===== config.mk =====
export PLATFORM = sky130hd
export DESIGN_NAME = bmhq_ctrl
export DESIGN_NICKNAME = d
export VERILOG_FILES = /design/src/hw/rtl/bmhq_pkg.sv /design/src/hw/rtl/bmhq_ctrl.sv
export SDC_FILE = /design/constraint.sdc
export NUM_CORES = 1
export LEC_CHECK = 0
export ABC_AREA = 1
export BUFFER_PORTS_ARGS = -buffer_cell sky130_fd_sc_hd__buf_2
export CAP_MARGIN = 10
export CORE_AREA = 2 2 39 41
export DETAILED_ROUTE_END_ITERATION = 8
export DIE_AREA = 0 0 41 43
export RECOVER_POWER = 100
export SETUP_SLACK_MARGIN = 0.1
export SYNTH_ARGS = -nofsm -noshare
export SYNTH_HDL_FRONTEND = slang
export SYNTH_SLANG_ARGS = --single-unit

===== constraint.sdc =====
create_clock -name clk -period 1.2 [get_ports clk]
set_clock_uncertainty 0.05 [all_clocks]
set_input_delay 0.24 -clock clk [delete_from_list [all_inputs] [get_ports clk]]
set_output_delay 0.24 -clock clk [all_outputs]
set_load 0.005 [all_outputs]

===== src/hw/rtl/bmhq_pkg.sv =====
// ----------------------------------------------------------------------------
// bmhq_pkg
// Shared types and constants for the binary min-heap queue: beat layouts,
// action and status codes, and the controller/datapath command interface.
// ----------------------------------------------------------------------------
package bmhq_pkg;

  // Field widths of the request and result beats
  localparam int KEY_BITS     = 32;
  localparam int PAYLOAD_BITS = 32;
  localparam int SLOT_BITS    = 6;
  localparam int OCC_BITS     = 7;

  // Default heap depth
  localparam int CAPACITY_DEF = 64;

  // Request action codes
  typedef enum logic [1:0] {
    ACT_INSERT   = 2'd0,
    ACT_EXTRACT  = 2'd1,
    ACT_DECREASE = 2'd2
  } act_t;

  // Result status codes
  typedef enum logic [1:0] {
    ST_OK    = 2'd0,
    ST_EMPTY = 2'd1,
    ST_FULL  = 2'd2,
    ST_BAD   = 2'd3
  } status_t;

  // Request beat
  typedef struct packed {
    logic [1:0]              action;
    logic [KEY_BITS-1:0]     key_in;
    logic [PAYLOAD_BITS-1:0] payload_in;
    logic [SLOT_BITS-1:0]    slot;
  } in_beat_t;

  // Result beat
  typedef struct packed {
    logic [PAYLOAD_BITS-1:0] payload_out;
    logic [KEY_BITS-1:0]     key_out;
    status_t                 status;
    logic [OCC_BITS-1:0]     occupancy;
  } out_beat_t;

  // One heap entry
  typedef struct packed {
    logic [KEY_BITS-1:0]     key;
    logic [PAYLOAD_BITS-1:0] payload;
  } entry_t;

  // Datapath operation for the current cycle
  typedef enum logic [2:0] {
    OP_NONE,
    OP_START,
    OP_CHECK,
    OP_UP_RD,
    OP_UP_CMP,
    OP_DN_RD,
    OP_DN_CMP,
    OP_EMIT
  } dp_op_t;

  // Datapath decision fed back to the controller
  typedef struct packed {
    logic more;  // another sift step follows
    logic down;  // the sift after the check walks down
  } sts_t;

endpackage


===== src/hw/rtl/bmhq_ctrl.sv =====
// ----------------------------------------------------------------------------
// bmhq_ctrl
// Heap controller: sequences one request through check, sift steps and
// result hand-off, and owns both channel handshakes.
// ----------------------------------------------------------------------------
module bmhq_ctrl (
  input  logic             clk,
  input  logic             rst_n,
  input  logic             in_valid,
  output logic             in_stall,
  output logic             out_valid,
  input  logic             out_stall,
  input  bmhq_pkg::sts_t   sts,
  output bmhq_pkg::dp_op_t op
);

  typedef enum logic [2:0] {
    S_IDLE,
    S_CHECK,
    S_UP_RD,
    S_UP_CMP,
    S_DN_RD,
    S_DN_CMP,
    S_FINISH
  } state_t;

  state_t state_r, state_nxt;
  logic   out_valid_r, out_valid_nxt;
  logic   out_free;

  assign out_free  = !out_valid_r || !out_stall;
  assign in_stall  = state_r != S_IDLE;
  assign out_valid = out_valid_r;

  // Decode state into the datapath operation and next state
  always_comb begin
    state_nxt     = state_r;
    out_valid_nxt = out_valid_r && out_stall;
    op            = bmhq_pkg::OP_NONE;
    unique case (state_r)
      S_IDLE: begin
        if (in_valid) begin
          op        = bmhq_pkg::OP_START;
          state_nxt = S_CHECK;
        end
      end
      S_CHECK: begin
        op = bmhq_pkg::OP_CHECK;
        if (!sts.more) begin
          state_nxt = S_FINISH;
        end else if (sts.down) begin
          state_nxt = S_DN_RD;
        end else begin
          state_nxt = S_UP_RD;
        end
      end
      S_UP_RD: begin
        op        = bmhq_pkg::OP_UP_RD;
        state_nxt = sts.more ? S_UP_CMP : S_FINISH;
      end
      S_UP_CMP: begin
        op        = bmhq_pkg::OP_UP_CMP;
        state_nxt = sts.more ? S_UP_RD : S_FINISH;
      end
      S_DN_RD: begin
        op        = bmhq_pkg::OP_DN_RD;
        state_nxt = sts.more ? S_DN_CMP : S_FINISH;
      end
      S_DN_CMP: begin
        op        = bmhq_pkg::OP_DN_CMP;
        state_nxt = sts.more ? S_DN_RD : S_FINISH;
      end
      S_FINISH: begin
        // Hold the result until the output register is free
        if (out_free) begin
          op            = bmhq_pkg::OP_EMIT;
          out_valid_nxt = 1'b1;
          state_nxt     = S_IDLE;
        end
      end
      default: state_nxt = S_IDLE;
    endcase
  end

  // State and output valid
  always_ff @(posedge clk) begin
    if (!rst_n) begin
      state_r     <= S_IDLE;
      out_valid_r <= 1'b0;
    end else begin
      state_r     <= state_nxt;
      out_valid_r <= out_valid_nxt;
    end
  end

endmodule


==> summary.txt, run 1 <==
Run
  – Max Cap Viol: 0

Logic synthesis
  – Simple-Gate Fraction of Synth Area: 46.1%
  – Seq/Total Area, Yosys: a little under a quarter
  – Adder-cell share of the synthesized area: 0%
  – Synth Net Count: 63
  – Netlist Area Pre-Place: 339 um2
  – XOR/XNOR Fraction of Synth Area: between 2 and 3%
  – Largest family of logic cells by synthesized area: simple AND/OR/NAND/NOR gates
  – Compound-gate portion of the synthesized area: 5.90%
  – Syn. warnings: 0
  – Synth unique cells: 15
  – Post-synthesis area per instance: around 5.9 um2
  – Mapped Cells: 57
  – Mux cell area share after synthesis: 0%
  – Flip-flop and latch count after synthesis: 4

Routing
  – DRT Wirelength: 870 um
  – Via/cell ratio: 4.46
  – DRT Pass-1 Iters: 4
  – DRC: 0
  – Post-DRT Antenna Nets: 0
  – Drt first-iter violations: 14
  – Detailed-route via count: just over 400
  – Wire length per cell: between 9 and 10 um

Clocking
  – CTS Buffer Depth: 2
  – CTS tree: built
  – Htree depth: 1
  – CTS buffer count: 3
  – # clock sinks: 4
  – Clk_lat worst skew: 240 ps
  – Root Driver: clkbuf_4
  – Clk slew on worst S/H paths: roughly 30 ps

Worst setup path
  – Max stage delay on crit path: 380 ps
  – Worst-path cell chain: inv_4 > nor2_4 > o21ai_2 > o21ai_1 > buf_2
  – Setup Crit Path Kind: register to output port
  – Slowest cell on crit path: dfxtp_4
  – WP data required: ~910 ps
  – CP Launch Type: register
  – Largest fanout on the critical path: 6
  – WP data arrival: ~1000 ps
  – CP endpoint kind: output port

Timing
  – Slew HR: between 80% and 90%
  – Fin crit period: 1330 ps
  – Worst Hold Slack: 180 ps
  – Max-slew violations: 0
  – Slew @ Worst Pin: about 230 ps
  – Final setup margin: -134 ps
  – Crit share post-route: 111%
  – Setup Viol. Count Final: 4
  – Maximum clock rate: around 750 MHz
  – Unrepaired setup endpoints after global routing: yes
  – Final Hold Viols: 0

Placed design
  – Final GP Congestion: about 0.89
  – Placed Area: 439 um2
  – PortBufs: 10
  – DP Wirelength: between 600 and 700 um
  – Placed Cells: around 90

Die
  – IO Pins: 11
  – Starting Density: between 20% and 30%
  – Core ar.: ~0.0014 mm2
  – FP Rows: 14
  – Die H: 43 um
  – Chip width: slightly above 40 um
  – Full die area: ~0.0018 mm2

Outcome
  – Outcome: complete, but fails checks
  – Failing checks: negative setup slack

Final layout
  – Most frequent cells in the layout: nand2_1 (13), inv_1 (10), buf_2 (10), buf_4 (6)
  – Commonest non-fill, non-tap cell in the layout: nand2_1
  – Nets: 84
  – Ratio of cells with drive above 1 in the final layout: 50.0%
  – Fin area: 519 um2
  – Area Growth Syn to Fin: 53.1%
  – End-of-flow core utilization: 37.5%
  – Final cell count without fillers: between 90 and 100
  – Diode count: 0

Global routing
  – First-pass GRT wire length: ~1.5 mm
  – Grt total ovfl: 0
  – Vias in the first global route: about 380
  – Gr usage total: roughly 13%
  – Largest net degree at the start of global routing: 8
  – Antenna violations before repair: 0

Min path
  – Hold WC Path Type: input pin to register

Pwr
  – P_leak: slightly below 0.3 nW
  – VDD IR-drop max: 1.21 mV
  – Pwr per Cell Area: roughly 2400 mW/mm2
  – Tot Pwr: around 1.2 mW
worst max-delay path, delay by kind of cell, from the launching register on:
family	cells	cell delay (ps)
AOI/OAI and AO/OA	2	160
buffers and inverters	2	160
DFF	1	380
and+or+nand+nor	1	110
through the flow:
stage               TNS, ps  worst slack, ps
global route           -766             -198
floorplan                 0              116
CTS                    -477             -138
global placement          0             14.6
detailed placement    -45.7            -45.7
finish                 -439             -134
area by class of cell:
class	count	area [um2]
fillers	156	865
multi-input cells	38	218
repair buffers	18	118
flip-flops and latches	4	90.1
inverters	13	51.3
clock buffers	3	22.5
well taps	16	20.0
where the power goes:
group          total (mW)  switching [mW]  internal, mW  leakage (nW)
logic               0.795           0.403         0.392         0.240
registers           0.273          0.0739         0.199        0.0350
clock network       0.166          0.0542         0.112        0.0138
sequential cells by signal, indices dropped and copies added, names as in the netlist:
register   count
out_valid      1
state_r        3
synth_stat cells:
cell type	count	area share (%)
nor2_4	1	3.3
o21ai_0	3	4.4
a21oi_1	1	1.5
nor3_1	1	1.5
inv_1	11	12
inv_2	1	1.1
xor2_1	1	2.6
nand3_2	2	5.9
nand2_1	15	17
nand4_1	1	1.8
dfxtp_1	4	24
nor2_1	6	6.6
nand3_1	7	10
inv_4	1	1.8
buf_6	2	6.6
final timing paths:
kind / endpoint / start / cells after the start / slack (ps)
worst max register to register: state_r[2] / state_r[1] / 8 / 70
worst min-delay path: state_r[1] / rst_n / 3 / 180
worst max-delay path: op[1] / state_r[1] / 5 / -130
worst min register to register: out_valid / out_valid / 2 / 450
metal layers:
layer	global-route usage (%)	vias up	routed length (um)
met4	4.00	0	0
li1	-	214	-
met2	18.4	14	477
met5	0	-	0
met3	7.85	0	61
met1	14.8	182	331
cell families after synthesis:
family | Yosys count
buffers and inverters | 15
AND/OR/NAND/NOR | 33
flip-flops | 4
XOR/XNOR | 1
AO/OA/AOI/OAI | 4
timing repair:
action	CTS	global route
resized for setup	10	10
hold buffers	0	0
setup endpoints to repair	7	7
buffers inserted	2	1
pin swaps	4	8
Power figures use the tool's default switching activity.
==> run 2: changes to the inputs <==
--- a/config.mk
+++ b/config.mk
@@ -9,6 +9,7 @@
 export BUFFER_PORTS_ARGS = -buffer_cell sky130_fd_sc_hd__buf_2
 export CAP_MARGIN = 10
 export CORE_AREA = 2 2 39 41
+export CTS_BUF_LIST = sky130_fd_sc_hd__clkbuf_16
 export DETAILED_ROUTE_END_ITERATION = 8
 export DIE_AREA = 0 0 41 43
 export RECOVER_POWER = 100
==> run 2 against run 1 <==
Against the previous run:
- the run still ends with negative setup slack left
- global-route usage down 0.10 points
- critical path type unchanged
- largest power group unchanged
- die area unchanged
- critical endpoint unchanged
- sequential share of layout area decreased by 1.7 points
==> summary.txt, run 2 (synthesis results as in run 1) <==
Die
  – Chip width: 41 um (unchanged)
  – Core ar.: 0.00138 mm2 (unchanged)
  – Full die area: 0.00176 mm2 (unchanged)
  – Starting Density: 24.5% (unchanged)
  – Die H: 43 um (unchanged)
  – IO Pins: 11 (unchanged)
  – FP Rows: 14 (unchanged)

Global routing
  – Antenna violations before repair: 0 (unchanged)
  – Grt total ovfl: 0 (unchanged)
  – Largest net degree at the start of global routing: 8 (unchanged)
  – Gr usage total: 12.6% (-0.10 points)
  – First-pass GRT wire length: 1.45 mm (-1.4%)
  – Vias in the first global route: 370 (-1.9%)

Routing
  – DRC: 0 (unchanged)
  – Via/cell ratio: 4.42 (-0.73%)
  – Drt first-iter violations: 6 (-8)
  – Wire length per cell: 9.29 um (-1.7%)
  – DRT Wirelength: 855 um (-1.7%)
  – Detailed-route via count: 407 (-0.73%)
  – DRT Pass-1 Iters: 4 (unchanged)
  – Post-DRT Antenna Nets: 0 (unchanged)

Clocking
  – Clk_lat worst skew: 220 ps (-20 ps)
  – CTS buffer count: 3 (unchanged)
  – Clk slew on worst S/H paths: 30 ps (about the same)
  – CTS tree: built
  – Htree depth: 1 (unchanged)
  – Root Driver: clkbuf_16
  – CTS Buffer Depth: 2 (unchanged)
  – # clock sinks: 4 (unchanged)

Pwr
  – P_leak: 0.310 nW (+7.3%)
  – Sw frac: 35.7% (-7.4 points)
  – VDD IR-drop max: 1.39 mV (+15%)
  – Combinational group share of total power: 50.8% (-14 points)
  – Clock power frac: 32.3% (+19 points)
  – Int Pwr: 1.02 mW (+46%)
  – Net Sw Power: 0.568 mW (+7.0%)
  – Tot Pwr: 1.59 mW (+29%)
  – Pwr per Cell Area: 2770 mW/mm2 (+16%)
  – Reg power frac: 16.9% (-5.2 points)

Timing
  – Slew HR: 84.3% (about the same)
  – Maximum clock rate: 762 MHz (+1.6%)
  – Final setup margin: -113 ps (+21.3 ps)
  – Final Hold Viols: 0 (unchanged)
  – Slew @ Worst Pin: 234 ps (+0.498 ps)
  – Setup Viol. Count Final: 4 (unchanged)
  – Max-slew violations: 0 (unchanged)
  – Crit share post-route: 109% (-1.8 points)
  – Fin crit period: 1310 ps (-21.3 ps)
  – Unrepaired setup endpoints after global routing: yes
  – Worst Hold Slack: 193 ps (+12.9 ps)

Worst setup path
  – CP Launch Type: register
  – Largest fanout on the critical path: 6 (unchanged)
  – Setup Crit Path Kind: register to output port
  – WP data arrival: 1020 ps (-20 ps)
  – WP data required: 910 ps (about the same)
  – CP endpoint kind: output port

Final layout
  – Max FFs per register: 3 (unchanged)
  – Nets: 84 (unchanged)
  – Fillers: 154 (-1.3%)
  – Most frequent cells in the layout: nand2_1 (13), inv_1 (9), buf_2 (9), buf_4 (6), nor2_1 (5)
  – Commonest non-fill, non-tap cell in the layout: nand2_1
  – Reg with most FFs: state_r
  – Diode count: 0 (unchanged)
  – Area Growth Syn to Fin: 69.7%
  – Ratio of cells with drive above 1 in the final layout: 51.3% (+1.3 points)

Outcome
  – Failing checks: negative setup slack
  – Outcome: complete, but fails checks

Placed design
  – Final GP Congestion: 0.893 (unchanged)
  – PortBufs: 10 (unchanged)
  – DP Wirelength: 611 um (unchanged)

Min path
  – Hold WC Path Type: input pin to register

Run
  – Max Cap Viol: 0 (unchanged)
[run 2: cell types whose count changed in the layout (fill, tap and decap cells not counted), sizes merged]
cell and change:
buf -1, clkbuf +1
[run 2: path summary, 6_finish.rpt]
kind,from,end,slack (ps),depth (start not counted)
max reg2reg,state_r[1],state_r[2],80,8
max,state_r[1],op[1],-110,5
min reg2reg,out_valid,out_valid,450,2
min,rst_n,state_r[1],190,3
[run 2: layout make-up]
type | count | area (um2) | area share [%]
sequential | 4 | 90.1 | 15.7
inverter | 13 | 51.3 | 8.91
clock buffer | 3 | 75.1 | 13.0
timing repair buffer | 18 | 116 | 20.2
multi-input combinational | 38 | 223 | 38.7
tap | 16 | 20.0 | 3.48
[run 2: critical path, stage by stage, from the launching register on]
cell and delay (ps):
dfxtp_4 370, inv_4 40, nor2_4 100, o21ai_2 80, o21ai_1 80, buf_2 120
[run 2: power by group through the flow]
stage | logic [mW] | clock network [mW] | registers, mW
finish | 0.809 | 0.514 | 0.269
global route | 0.899 | 0.540 | 0.278
CTS | 0.760 | 0.518 | 0.263
detailed placement | 0.674 | 0 | 0.246
global placement | 0.685 | 0 | 0.242
floorplan | 0.456 | 0 | 0.210
[run 2: metal layers]
| layer | share of wire, % | routed length, um | vias up | global-route usage [%] |
|---|---|---|---|---|
| li1 | - | - | 214 | - |
| met2 | 53 | 455 | 8 | 18.4 |
| met4 | 0 | 0 | 0 | 4.00 |
| met5 | 0 | 0 | - | 0 |
| met1 | 41 | 348 | 185 | 14.5 |
| met3 | 6.0 | 51 | 0 | 7.85 |
[run 2: timing repair]
| action | 4_1_cts | 5_1_grt |
|---|---|---|
| endpoints found under the setup margin | 7 | 7 |
| hold buffers | 0 | 0 |
| pin swaps | 4 | 9 |
| setup buffers | 2 | 2 |
| gates cloned | 0 | 0 |
| resized for setup | 10 | 12 |
[run 2: per-stage QoR]
step | cells | setup slack, ps | TNS, ps | utilization (%) | cell area [um2]
CTS | 93 | -123 | -415 | 39.6 | 548
global placement | 88 | 14.6 | 0 | 31.7 | 439
finish | 92 | -113 | -356 | 41.6 | 576
global route | 92 | -155 | -589 | 41.6 | 576
floorplan | 57 | 116 | 0 | - | 339
detailed placement | 88 | -45.7 | -45.7 | 31.7 | 439
